File: src/rtl/core/vqd_pkg.sv
package vqd_pkg;

  // defaults for the top level parameters
  localparam int unsigned TABLE_DEPTH_DEF = 1024;
  localparam int unsigned COORD_BITS_DEF  = 24;

  // configuration port
  localparam int unsigned CFG_DATA_W   = 32;
  localparam int unsigned CFG_IDX_W    = 3;
  localparam int unsigned SCALE_W      = 32;
  localparam int unsigned AXIS_BITS_W  = 15;
  localparam int unsigned AXIS_FIELD_W = 5;

  // result fields
  localparam int unsigned QUANT_W      = 24;
  localparam int unsigned LINK_IDX_W   = 10;
  localparam int unsigned LINK_WIDTH_W = 4;
  localparam int unsigned OUT_FIELDS_W = LINK_IDX_W + LINK_WIDTH_W + 3 * QUANT_W;
  localparam int unsigned OUT_DATA_W   = ((OUT_FIELDS_W + 7) / 8) * 8;
  localparam int unsigned OUT_USER_W   = 3;

  // configuration registers as seen by the datapath
  typedef struct packed {
    logic [CFG_DATA_W-1:0]  offset_x;
    logic [CFG_DATA_W-1:0]  offset_y;
    logic [CFG_DATA_W-1:0]  offset_z;
    logic [SCALE_W-1:0]     scale_x;
    logic [SCALE_W-1:0]     scale_y;
    logic [SCALE_W-1:0]     scale_z;
    logic [AXIS_BITS_W-1:0] axis_bits;
  } cfg_t;

  // search status toward the controller
  typedef struct packed {
    logic done;
    logic dup;
    logic mir;
  } srch_stat_t;

endpackage

File: src/rtl/core/vqd_search.sv
module vqd_search
  import vqd_pkg::*;
#(
  parameter int unsigned TABLE_DEPTH = TABLE_DEPTH_DEF,
  parameter int unsigned COORD_BITS  = COORD_BITS_DEF
) (
  input  logic                               clk_i,
  input  logic                               rst_ni,
  input  logic                               start_i,
  input  logic [$clog2(TABLE_DEPTH+1)-1:0]   count_i,
  input  logic [3*COORD_BITS-1:0]            vtx_i,
  output logic                               rd_en_o,
  output logic [$clog2(TABLE_DEPTH)-1:0]     rd_addr_o,
  input  logic [3*COORD_BITS-1:0]            rd_data_i,
  output srch_stat_t                         stat_o,
  output logic [$clog2(TABLE_DEPTH)-1:0]     link_o
);

  localparam int unsigned AW = $clog2(TABLE_DEPTH);
  localparam int unsigned CW = $clog2(TABLE_DEPTH + 1);
  localparam int unsigned CB = COORD_BITS;

  logic                 run_q, pend_q, done_q, dup_q, mir_q;
  logic [CW-1:0]        addr_q, cnt_q;
  logic [AW-1:0]        pidx_q, link_q;
  logic [CB-1:0]        vx_q, vy_q, vz_q;
  logic signed [CB:0]   negx_q;

  logic [CB-1:0]        ux, uy, uz;
  logic                 yz_eq, dup_hit, mir_hit, hit, more, issue;

  // compare the entry read last cycle against the vertex
  assign ux      = rd_data_i[CB-1:0];
  assign uy      = rd_data_i[2*CB-1:CB];
  assign uz      = rd_data_i[3*CB-1:2*CB];
  assign yz_eq   = (uy == vy_q) && (uz == vz_q);
  assign dup_hit = pend_q && yz_eq && (ux == vx_q);
  assign mir_hit = pend_q && yz_eq && ($signed({ux[CB-1], ux}) == negx_q);
  assign hit     = dup_hit || mir_hit;

  // walk the stored entries in order
  assign more      = addr_q < cnt_q;
  assign issue     = run_q && more && !hit;
  assign rd_en_o   = issue;
  assign rd_addr_o = addr_q[AW-1:0];

  // control of the scan
  always_ff @(posedge clk_i or negedge rst_ni) begin
    if (!rst_ni) begin
      run_q  <= 1'b0;
      pend_q <= 1'b0;
      done_q <= 1'b0;
      dup_q  <= 1'b0;
      mir_q  <= 1'b0;
      addr_q <= '0;
    end else if (start_i) begin
      run_q  <= 1'b1;
      pend_q <= 1'b0;
      done_q <= 1'b0;
      dup_q  <= 1'b0;
      mir_q  <= 1'b0;
      addr_q <= '0;
    end else if (run_q) begin
      pend_q <= issue;
      if (issue) begin
        addr_q <= addr_q + CW'(1);
      end
      if (hit) begin
        run_q  <= 1'b0;
        done_q <= 1'b1;
        dup_q  <= dup_hit;
        mir_q  <= !dup_hit;
      end else if (!pend_q && !more) begin
        run_q  <= 1'b0;
        done_q <= 1'b1;
      end
    end
  end

  // vertex, entry count and match position
  always_ff @(posedge clk_i) begin
    if (start_i) begin
      cnt_q  <= count_i;
      vx_q   <= vtx_i[CB-1:0];
      vy_q   <= vtx_i[2*CB-1:CB];
      vz_q   <= vtx_i[3*CB-1:2*CB];
      negx_q <= -$signed({vtx_i[CB-1], vtx_i[CB-1:0]});
      link_q <= '0;
    end else begin
      if (run_q) begin
        pidx_q <= addr_q[AW-1:0];
      end
      if (run_q && hit) begin
        link_q <= pidx_q;
      end
    end
  end

  assign stat_o = '{done: done_q, dup: dup_q, mir: mir_q};
  assign link_o = link_q;

endmodule

File: config.mk
export PLATFORM = sky130hd
export DESIGN_NAME = vqd_search
export DESIGN_NICKNAME = d
export VERILOG_FILES = /design/src/rtl/core/vqd_pkg.sv /design/src/rtl/core/vqd_search.sv
export SDC_FILE = /design/constraint.sdc
export NUM_CORES = 1
export LEC_CHECK = 0
export BUFFER_PORTS_ARGS = -buffer_cell sky130_fd_sc_hd__buf_2
export CORE_MARGIN = 2
export CORE_UTILIZATION = 28
export CTS_CLUSTER_SIZE = 14
export DETAILED_ROUTE_END_ITERATION = 8
export PLACE_DENSITY = 0.55
export REMOVE_ABC_BUFFERS = 1
export SETUP_SLACK_MARGIN = 0.3
export SYNTH_ARGS = -nofsm -noshare
export SYNTH_HDL_FRONTEND = slang
export SYNTH_SLANG_ARGS = --single-unit
File: constraint.sdc
create_clock -name clk_i -period 2.7 [get_ports clk_i]
set_input_delay 0.27 -clock clk_i [delete_from_list [all_inputs] [get_ports clk_i]]
set_output_delay 0.27 -clock clk_i [all_outputs]
set_load 0.02 [all_outputs]
==> impl_metrics.py <==
metrics = {
    "status": {
        "status": "finished, violations left",
        "violations": "setup timing",
    },
    "placed_design": {
        "place_ws_ps": 34.7,
        "io_buffer_count": 181,
        "gp_congestion": 0.795,
        "place_area_mm2": 0.00806,
        "place_hpwl_um": 11700,
        "dp_cells": 997,
    },
    "synth": {
        "ys_seq_elements": 143,
        "synth_cells": 500,
        "async_flop_share_pct": 11.2,
        "synth_top_area_cell": "edfxtp_1",
        "synth_top_area_share_pct": 52.3,
        "synthesis.area_mm2": 0.00672,
        "synth_cell_types": 49,
        "synth_area_leaders": "edfxtp_1, xor2_1, xnor2_1",
        "syn_area_per_cell_um2": 13.4,
        "yosys_warnings": 0,
        "synth.yosys.seq_area_share_pct": 61.2,
        "synth_ff_type": "edfxtp_1",
        "synth_edf_count": 117,
    },
    "worst_setup_path": {
        "r2r_start": "cnt_q[4]",
        "endpoint": "rd_en_o",
        "reg2reg_slack_ps": 150,
        "crit_family": "simple AND/OR/NAND/NOR gates",
        "cp_data_arrival_time_ps": 2440,
        "end_kind": "primary output",
        "slowest_delay_ps": 410,
        "crit_path_start": "vy_q[12]",
        "reg2reg_to": "addr_q[6]",
        "required_ps": 2430,
        "crit_slowest_cell": "edfxtp_1",
        "path_cells": "xor2_2 > nor4_2 > nand4_1 > nor4_2 > buf_4 > o211a_4 > nor3b_2 > buf_4",
        "critPathMaxFanout": 2,
        "cp-start-kind": "flop",
        "worst-path-buf-inv": 2,
        "worst-r2r-cell-count": 11,
        "path_class": "flop to primary output",
        "path_depth": 8,
    },
    "run": {
        "drv_cap": 0,
    },
    "timing": {
        "max_freq_mhz": 369,
        "setup_ws_ps": -8.85,
        "slew_headroom_pct": 40.0,
        "fin_crit_sh_pct": 100,
        "tightest_slew_ps": 898,
        "skew_ps": 7.52,
        "fin_setup_tns_ps": -8.85,
        "min_period_ps": 2710,
        "finalMaxSlewViolations": 0,
        "rsz0062_at_grt": "true",
        "setup_violations": 1,
        "hold_violations": 0,
    },
    "global_route": {
        "grt_start_max_net_pins": 88,
        "grt_pass1_vias": 4742,
        "grt_util_all_layers_pct": 12.7,
        "grt_pass1_wl_um": 24600,
        "antenna_found_initial": 2,
        "grt.overflow.total": 0,
    },
    "route": {
        "first_pass_iters": 5,
        "drtIter0Drc": 243,
        "via_count": 4472,
        "ant_nets": 0,
        "drc_errors": 0,
        "finalWirelength_um": 16000,
        "vias_per_cell": 4.29,
        "wire_per_inst_um": 15.3,
    },
    "finish": {
        "fin_nets": 878,
        "design_area_mm2": 0.00907,
        "fin_cells": 1042,
        "drive_gt1_share_pct": 39.1,
        "register_area_mm2": 0.00411,
        "multi_input_area_mm2": 0.00263,
        "syn2layout_area_growth_pct": 35.0,
        "final_core_util_pct": 38.5,
        "nFillCells": 2299,
    },
    "power_and_ir_drop": {
        "p_leak_uw": 0.00372,
        "powerDensity_mw_per_mm2": 606,
        "worst_ir_drop_vdd_v": 0.000332,
    },
    "clock_tree": {
        "cts_buffer_depth": 2,
        "cts-buffers-inserted": 17,
        "clkTransAtPathRegs_ps": 60,
        "clock_latency_ps": 420,
        "cts-root-buf": "clkbuf_16",
        "numClockSinks": 143,
        "h-tree-depth": 4,
        "cts_tree": "built",
    },
    "min_path": {
        "hold_path_class": "input port to flop",
    },
    "floorplanning": {
        "core.rowCount": 56,
        "core_area_mm2": 0.0235,
        "dieHeight_um": 159,
        "fp.dieW_um": 159,
        "num_io_pins": 182,
        "die_area_mm2": 0.0253,
        "start_util_pct": 28.5,
    },
}
[placed cells by master, fill, tap and decap left out, types with 3 or more instances in the layout]
master / synthesis / layout
a21oi_1: 7 / 3
a21oi_2: 0 / 3
and3_1: 6 / 6
buf_12: 0 / 5
buf_2: 0 / 179
buf_4: 14 / 18
buf_6: 1 / 4
bufinv_16: 0 / 3
clkbuf_16: 0 / 19
clkinv_2: 0 / 4
clkinv_4: 0 / 3
dfrtp_1: 16 / 16
dfxtp_1: 10 / 10
dlygate4sd3_1: 0 / 3
edfxtp_1: 117 / 117
ha_1: 12 / 11
inv_1: 21 / 20
mux2_4: 0 / 7
mux2i_1: 11 / 11
nand2_1: 14 / 14
nand2b_1: 24 / 24
nand4_1: 16 / 16
nor2_1: 20 / 20
nor2b_1: 13 / 13
nor3_1: 10 / 7
nor4_1: 20 / 7
nor4_2: 0 / 9
nor4_4: 1 / 5
o31ai_1: 4 / 3
or4_1: 8 / 5
or4_4: 1 / 4
xnor2_1: 51 / 51
xor2_1: 58 / 57
[how the worst min path moves through the flow]
stage,startpoint,endpoint,slack (ps),cells past startpoint
4_1_cts,vtx_i[36],vy_q[12],2,1
3_5_place_dp,rst_ni,addr_q[7],230,1
2_1_floorplan,rst_ni,addr_q[0],-30,0
6_report,count_i[10],cnt_q[10],20,1
5_1_grt,vtx_i[39],vy_q[15],0.5,1
3_3_place_gp,rst_ni,addr_q[9],240,1
[cell type report]
| cell class | count | share of cell area (%) |
|---|---|---|
| Sequential cell | 143 | 45.3 |
| Antenna cell | 2 | 0.0552 |
| Clock inverter | 14 | 1.82 |
| Timing Repair Buffer | 211 | 13.8 |
| Multi-Input combinational cell | 314 | 28.9 |
| Clock buffer | 18 | 4.73 |
| Tap cell | 319 | 4.40 |
| Inverter | 21 | 0.869 |
[kinds of logic (layout without fill, tap and decap cells)]
group | after synthesis | after routing | synth area share [%]
multiplexers | 18 | 18 | 2.81
buffers and inverters | 43 | 264 | 3.46
AO/OA/AOI/OAI | 30 | 30 | 3.45
XOR/XNOR | 109 | 109 | 14.2
flip-flops | 143 | 143 | 61.2
adder cells (fa/ha/maj) | 12 | 12 | 2.23
AND/OR/NAND/NOR | 145 | 145 | 12.6
other | 0 | 2 | 0
[power by group]
part	internal, uW	switching (uW)	total [uW]
combinational	246	261	506
sequential	2550	57.4	2610
clock	1450	933	2390
[timing repair]
item / 4_1_cts / 5_1_grt
hold buffers: 1 / 2
endpoints found under the hold margin: 16 / 2
endpoints found under the setup margin: 27 / 26
gates resized for setup: 35 / 21
pin swaps: 12 / 18
setup buffers: 5 / 1
gates cloned: 0 / 2
[through the flow]
stage	power (uW)	hold WS [ps]
6_report	5500	21.2
5_1_grt	5730	0.466
4_1_cts	5570	1.58
3_5_place_dp	3140	232
3_3_place_gp	3130	238
2_1_floorplan	2860	-25.6
[flip-flops by register name, summed over array words and instances, names as in the netlist, 10 cells and up]
| signal | cells |
|---|---|
| vz_q | 24 |
| vy_q | 24 |
| cnt_q | 11 |
| negx_q | 24 |
| vx_q | 24 |
| addr_q | 11 |
| pidx_q | 10 |
| link_o | 10 |
[Yosys cell counts, types with 2 or more instances]
cell       number
a21o_1          2
or4_1           8
nand2b_1       24
mux2i_1        11
nor4_1         20
mux2_1          4
dfrtp_1        16
o2111ai_1       2
nor2b_1        13
mux2_2          3
nand3b_1        2
dfxtp_1        10
nand4_1        16
inv_1          21
and3_1          6
and2_1          2
nand2_1        14
nor2_1         20
nand3_1         2
a21oi_1         7
xor2_1         58
ha_1           12
clkbuf_1        6
buf_4          14
or3_1           2
edfxtp_1      117
o31ai_1         4
nor3_1         10
o21ai_0         3
xnor2_1        51
a211oi_1        2
[layer usage]
layer / track usage [%] / vias up / part of all wire, %
li1: - / 2221 / -
met1: 15.8 / 2091 / 45
met2: 20.6 / 142 / 47
met4: 4.71 / 0 / 1.5
met3: 4.00 / 18 / 6.3
met5: 0 / - / 0
No activity file was read; power rests on OpenSTA's default activity.
