<file path="src/rtl/core/vqd_pkg.sv">
package vqd_pkg;

  // defaults for the top level parameters
  localparam int unsigned TABLE_DEPTH_DEF = 1024;
  localparam int unsigned COORD_BITS_DEF  = 24;

  // configuration port
  localparam int unsigned CFG_DATA_W   = 32;
  localparam int unsigned CFG_IDX_W    = 3;
  localparam int unsigned SCALE_W      = 32;
  localparam int unsigned AXIS_BITS_W  = 15;
  localparam int unsigned AXIS_FIELD_W = 5;

  // result fields
  localparam int unsigned QUANT_W      = 24;
  localparam int unsigned LINK_IDX_W   = 10;
  localparam int unsigned LINK_WIDTH_W = 4;
  localparam int unsigned OUT_FIELDS_W = LINK_IDX_W + LINK_WIDTH_W + 3 * QUANT_W;
  localparam int unsigned OUT_DATA_W   = ((OUT_FIELDS_W + 7) / 8) * 8;
  localparam int unsigned OUT_USER_W   = 3;

  // configuration registers as seen by the datapath
  typedef struct packed {
    logic [CFG_DATA_W-1:0]  offset_x;
    logic [CFG_DATA_W-1:0]  offset_y;
    logic [CFG_DATA_W-1:0]  offset_z;
    logic [SCALE_W-1:0]     scale_x;
    logic [SCALE_W-1:0]     scale_y;
    logic [SCALE_W-1:0]     scale_z;
    logic [AXIS_BITS_W-1:0] axis_bits;
  } cfg_t;

  // search status toward the controller
  typedef struct packed {
    logic done;
    logic dup;
    logic mir;
  } srch_stat_t;

endpackage

</file>
<file path="src/rtl/core/vqd_quant.sv">
module vqd_quant
  import vqd_pkg::*;
#(
  parameter int unsigned COORD_BITS = COORD_BITS_DEF
) (
  input  logic                    clk_i,
  input  logic                    rst_ni,
  input  logic                    start_i,
  input  logic [3*COORD_BITS-1:0] vtx_i,
  input  cfg_t                    cfg_i,
  output logic [QUANT_W-1:0]      q_x_o,
  output logic [QUANT_W-1:0]      q_y_o,
  output logic [QUANT_W-1:0]      q_z_o,
  output logic                    done_o
);

  localparam int unsigned CB = COORD_BITS;
  localparam int unsigned PW = CB + 16;
  localparam int unsigned QW = CB + 17;

  typedef enum logic [1:0] {
    AXIS_X,
    AXIS_Y,
    AXIS_Z
  } axis_e;

  // largest code for a width field, width held to 1..24
  function automatic logic [QUANT_W-1:0] quant_max(input logic [AXIS_FIELD_W-1:0] field);
    logic [AXIS_FIELD_W-1:0] b;
    logic [QUANT_W:0]        one;
    b = field;
    if (b == '0) begin
      b = AXIS_FIELD_W'(1);
    end else if (b > AXIS_FIELD_W'(QUANT_W)) begin
      b = AXIS_FIELD_W'(QUANT_W);
    end
    one = (QUANT_W + 1)'(1) << b;
    return QUANT_W'(one - (QUANT_W + 1)'(1));
  endfunction

  logic                 issue_q, done_q;
  axis_e                axis_q, t1_q, t2_q;
  logic                 v1_q, v2_q;
  logic [CB-1:0]        vx_q, vy_q, vz_q;

  logic [CB-1:0]        diff_q;
  logic                 zero1_q, zero2_q;
  logic [SCALE_W-1:0]   scale_q;
  logic [QUANT_W-1:0]   maxq1_q, maxq2_q;
  logic [PW-1:0]        p_hi_q, p_lo_q;
  logic [QUANT_W-1:0]   qx_q, qy_q, qz_q;

  logic [CB-1:0]           coord, off;
  logic [SCALE_W-1:0]      scale;
  logic [AXIS_FIELD_W-1:0] field;
  logic signed [CB:0]      diff_s;
  logic [QW-1:0]           sum;
  logic [QUANT_W-1:0]      res;

  // operands of the axis being issued
  always_comb begin
    case (axis_q)
      AXIS_X: begin
        coord = vx_q;
        off   = cfg_i.offset_x[CB-1:0];
        scale = cfg_i.scale_x;
        field = cfg_i.axis_bits[AXIS_FIELD_W-1:0];
      end
      AXIS_Y: begin
        coord = vy_q;
        off   = cfg_i.offset_y[CB-1:0];
        scale = cfg_i.scale_y;
        field = cfg_i.axis_bits[2*AXIS_FIELD_W-1:AXIS_FIELD_W];
      end
      AXIS_Z: begin
        coord = vz_q;
        off   = cfg_i.offset_z[CB-1:0];
        scale = cfg_i.scale_z;
        field = cfg_i.axis_bits[3*AXIS_FIELD_W-1:2*AXIS_FIELD_W];
      end
      default: begin
        coord = '0;
        off   = '0;
        scale = '0;
        field = '0;
      end
    endcase
  end

  // difference against the bounds minimum
  assign diff_s = $signed({coord[CB-1], coord}) - $signed({off[CB-1], off});

  // scaled value with clamp
  assign sum = QW'(p_hi_q) + QW'(p_lo_q >> 16);
  assign res = zero2_q ? '0 : ((sum > QW'(maxq2_q)) ? maxq2_q : sum[QUANT_W-1:0]);

  // axis sequencing and stage valids
  always_ff @(posedge clk_i or negedge rst_ni) begin
    if (!rst_ni) begin
      issue_q <= 1'b0;
      axis_q  <= AXIS_X;
      v1_q    <= 1'b0;
      v2_q    <= 1'b0;
      t1_q    <= AXIS_X;
      t2_q    <= AXIS_X;
      done_q  <= 1'b0;
    end else begin
      v1_q <= issue_q;
      t1_q <= axis_q;
      v2_q <= v1_q;
      t2_q <= t1_q;
      if (start_i) begin
        issue_q <= 1'b1;
        axis_q  <= AXIS_X;
        done_q  <= 1'b0;
      end else begin
        if (issue_q) begin
          case (axis_q)
            AXIS_X:  axis_q <= AXIS_Y;
            AXIS_Y:  axis_q <= AXIS_Z;
            default: issue_q <= 1'b0;
          endcase
        end
        if (v2_q && (t2_q == AXIS_Z)) begin
          done_q <= 1'b1;
        end
      end
    end
  end

  // datapath stages
  always_ff @(posedge clk_i) begin
    if (start_i) begin
      vx_q <= vtx_i[CB-1:0];
      vy_q <= vtx_i[2*CB-1:CB];
      vz_q <= vtx_i[3*CB-1:2*CB];
    end
    diff_q  <= diff_s[CB-1:0];
    zero1_q <= diff_s[CB] || (diff_s == '0);
    scale_q <= scale;
    maxq1_q <= quant_max(field);
    p_hi_q  <= PW'(diff_q) * PW'(scale_q[31:16]);
    p_lo_q  <= PW'(diff_q) * PW'(scale_q[15:0]);
    zero2_q <= zero1_q;
    maxq2_q <= maxq1_q;
    if (v2_q) begin
      case (t2_q)
        AXIS_X:  qx_q <= res;
        AXIS_Y:  qy_q <= res;
        default: qz_q <= res;
      endcase
    end
  end

  assign q_x_o  = qx_q;
  assign q_y_o  = qy_q;
  assign q_z_o  = qz_q;
  assign done_o = done_q;

endmodule

</file>
<file path="config.mk">
export PLATFORM = sky130hd
export DESIGN_NAME = vqd_quant
export DESIGN_NICKNAME = d
export VERILOG_FILES = /design/src/rtl/core/vqd_pkg.sv /design/src/rtl/core/vqd_quant.sv
export SDC_FILE = /design/constraint.sdc
export NUM_CORES = 2
export LEC_CHECK = 0
export ABC_CLOCK_PERIOD_IN_PS = 17200
export BUFFER_PORTS_ARGS = -buffer_cell sky130_fd_sc_hd__buf_4
export CAP_MARGIN = 30
export CORE_AREA = 2 2 416 212
export CTS_CLUSTER_DIAMETER = 40
export DETAILED_ROUTE_END_ITERATION = 10
export DIE_AREA = 0 0 418 214
export SLEW_MARGIN = 10
export SYNTH_ARGS = -nofsm -noshare
export SYNTH_HDL_FRONTEND = slang
export SYNTH_SLANG_ARGS = --single-unit
</file>
<file path="constraint.sdc">
create_clock -name clk_i -period 17.2 [get_ports clk_i]
set_clock_uncertainty 0.05 [all_clocks]
set_input_delay 2.58 -clock clk_i [delete_from_list [all_inputs] [get_ports clk_i]]
set_output_delay 2.58 -clock clk_i [all_outputs]
set_load 0.05 [all_outputs]
</file>
==> impl_metrics.py <==
metrics = {
    "status": {
        "outcome": "complete, no violations",
    },
    "hold_path": {
        "min_path_type": "reg -> reg",
        "hold_end": "maxq2_q[13]",
        "worstHoldStart": "maxq1_q[13]",
        "min_delay_path_depth": 0,
    },
    "synthesis": {
        "muxShareOfSynthArea": 0.02411,
        "synth_seq_cells": 324,
        "synth_cell_types": 87,
        "synth_area_leaders": "fa_1 32%, edfxtp_1 11%, ha_1 9.6%",
        "syn_avg_cell_area_um2": 9.410,
        "syn-cell-area_mm2": 0.03824,
        "synth_top_area_cell": "fa_1",
        "synth_xor_area_frac": 0.02244,
        "yosysWarningCount": 0,
        "async_flop_share": 0.03086,
        "syn_inst": 4064,
        "synth_edf_count": 144,
        "synth_compound_area_frac": 0.08153,
        "yosysTopAreaCellShare": 0.3209,
        "synthAdderAreaFrac": 0.4171,
        "yosys.area_share.simple": 0.1522,
        "yosys_most_used_dff": "dfxtp_1",
        "synth_top_family_by_area": "adder cells",
        "synth-seq-area-share": 0.2086,
    },
    "clock_network": {
        "clk_latency_ps": 590,
        "clock_path_buffers": 3,
        "cts_hold_buf": 0,
        "htreeDepth": 2,
        "cts_tree": "done",
        "numCtsBuffers": 47,
        "root_buffer": "clkbuf_16",
        "cts_setup_buffers": 0,
        "cts-resized-gates": 0,
        "cts.clk_slew.worst_paths_ps": 70,
        "cts_sinks": 324,
    },
    "critical_path": {
        "max_stage_delay_ps": 650,
        "criticalPathCategory": "reg -> reg",
        "required_ps": 17570,
        "worstPathArrival_ps": 8100,
        "reg2reg_depth": 22,
        "critPathCaptureType": "flip-flop",
        "cpMostUsedCell": "fa_1",
        "slowest_stage": "dfxtp_2",
        "path_cells": "buf_4, nand2_1, fa_1, inv_1, fa_1, inv_1, fa_1, inv_1, fa_1, fa_1, inv_1, fa_1, inv_1, ha_1, a22oi_1, nand4b_1, o21ai_0, nand4_1, a31oi_1, o21ai_0, o21a_1, nor2_1",
        "cp_top_family": "adder cells",
        "critPathMaxFanout": 17,
        "r2r_start": "diff_q[12]",
        "cp.buffers_inverters": 6,
        "startpoint_type": "flip-flop",
        "r2r_end": "p_lo_q[30]",
        "r2r_setup_slack_ps": 9470,
    },
    "final_layout": {
        "nets": 5510,
        "final_cells": 5492,
        "multiInputGateArea_mm2": 0.02670,
        "reg.largest.list": "p_hi_q x40, scale_q x32",
        "largest_register_ffs": 40,
        "layout-drive-gt1-share": 0.1211,
        "fill_cells": 7922,
        "regMostFlops": "p_hi_q",
        "seqCellArea_mm2": 0.008003,
        "area_delta_synth_final_pct": 14.03,
        "final_core_util": 0.5101,
    },
    "timing": {
        "setup-tns-final_ps": 0,
        "rsz0062_at_grt": "false",
        "max_freq_ghz": 0.1294,
        "min_period_over_period": 0.4492,
        "tightest_slew_ps": 957.9,
        "hold_violations": 0,
        "setup_viol": 0,
        "slew_violations": 0,
        "fin_crit_ps": 7726,
        "slew_headroom": 0.3614,
    },
    "global_route": {
        "grt_pass1_wl_um": 169500,
        "grt_pass1_vias": 30580,
        "grt_antenna_before_repair": 9,
        "grt_overflow": 0,
        "grt_util_all_layers": 0.2414,
        "grt_max_degree": 77,
    },
    "die": {
        "die_area_mm2": 0.08945,
        "die_w_um": 418,
        "ios": 355,
        "start_util": 0.4474,
        "std_cell_rows": 76,
        "chipHeight_um": 214,
        "coreArea_mm2": 0.08549,
    },
    "placed_design": {
        "gp_congestion": 0.8756,
        "numPortBuffers": 330,
        "dp.cells": 5391,
        "hpwl_um": 80550,
    },
    "routing": {
        "vias_per_cell": 5.260,
        "dr.pass1.iters": 6,
        "vias": 28890,
        "ant_nets": 0,
        "wl_per_cell_um": 19.31,
        "wl_um": 106100,
        "drt_iter0_drc": 1840,
        "drcViolationCount": 0,
    },
    "run": {
        "maxCapViolCount": 0,
    },
}
-- cell families (layout without fill, tap and decap cells) --
family	count (synthesis)	after routing
AND/OR/NAND/NOR	1193	1193
XOR/XNOR	98	98
buffers and inverters	936	1230
multiplexers	92	92
AO/OA/AOI/OAI	513	513
flip-flops	324	324
adder cells (fa/ha/maj)	907	907
other	1	4
-- worst max-delay path by stage --
| stage | startpoint | endpoint | slack (ps) | cells after the start |
|---|---|---|---|---|
| after detailed placement | diff_q[13] | p_lo_q[31] | 9140 | 23 |
| after floorplan | scale_q[17] | p_hi_q[38] | 10880 | 24 |
| after global placement | diff_q[13] | p_lo_q[31] | 9260 | 23 |
| final | diff_q[12] | p_lo_q[30] | 9470 | 22 |
| after CTS | diff_q[13] | p_lo_q[31] | 9120 | 23 |
| after global routing | diff_q[12] | p_lo_q[31] | 9200 | 23 |
-- synth_stat cells (all sizes together), types with 7 or more instances --
master,count
o31ai,9
o21bai,12
xnor2,73
clkbuf,171
xor2,25
nand4,21
ha,294
and4,8
or2,10
nor2b,15
dfrtp,10
a21o,44
buf,18
inv,747
a21boi,7
edfxtp,144
dfxtp,170
a211oi,12
a31oi,13
nor3,27
a21oi,161
mux2i,91
o21ai,167
nor2,107
nor4,9
o21a,24
nand2b,17
fa,613
and3,7
nand3,47
o211ai,11
and2,329
nand2,568
-- layer usage --
| layer | GRT usage | up-vias | routed length, um |
|---|---|---|---|
| met5 | 0 | - | 0 |
| met2 | 0.3800 | 1033 | 47430 |
| met1 | 0.3400 | 14470 | 47870 |
| li1 | - | 13240 | - |
| met4 | 0.04753 | 0 | 2018 |
| met3 | 0.05828 | 146 | 8739 |
-- layout make-up --
class | instances | share of cell area
antenna | 2 | 0.0001148
clock buffer | 51 | 0.02780
clock inverter | 36 | 0.008779
inverter | 747 | 0.06429
multi-input combinational | 2805 | 0.6122
sequential | 324 | 0.1835
tap | 1131 | 0.03245
timing repair buffer | 396 | 0.07086
-- placed cells by master, fill, tap and decap left out, drive strengths merged, types with 91 or more instances in the layout --
master / count
buf: 396
ha: 294
o21ai: 167
nor2: 107
edfxtp: 144
nand2: 568
dfxtp: 170
and2: 329
a21oi: 161
fa: 613
mux2i: 91
inv: 761
-- metrics by stage --
| stage | hold slack (ps) | instance area [um^2] | setup WS (ps) |
|---|---|---|---|
| 4_1_cts | 270.4 | 43410 | 9118 |
| 3_3_place_gp | 262.5 | 41790 | 9260 |
| 2_1_floorplan | 259.6 | 38250 | 10880 |
| 3_5_place_dp | 262.1 | 41820 | 9144 |
| 6_report | 271.1 | 43610 | 9474 |
| 5_1_grt | 280.8 | 43610 | 9202 |
Power is left out: the tool's default activity adds up to more than one toggle a clock period on the data nets, which glitch-free logic cannot reach.
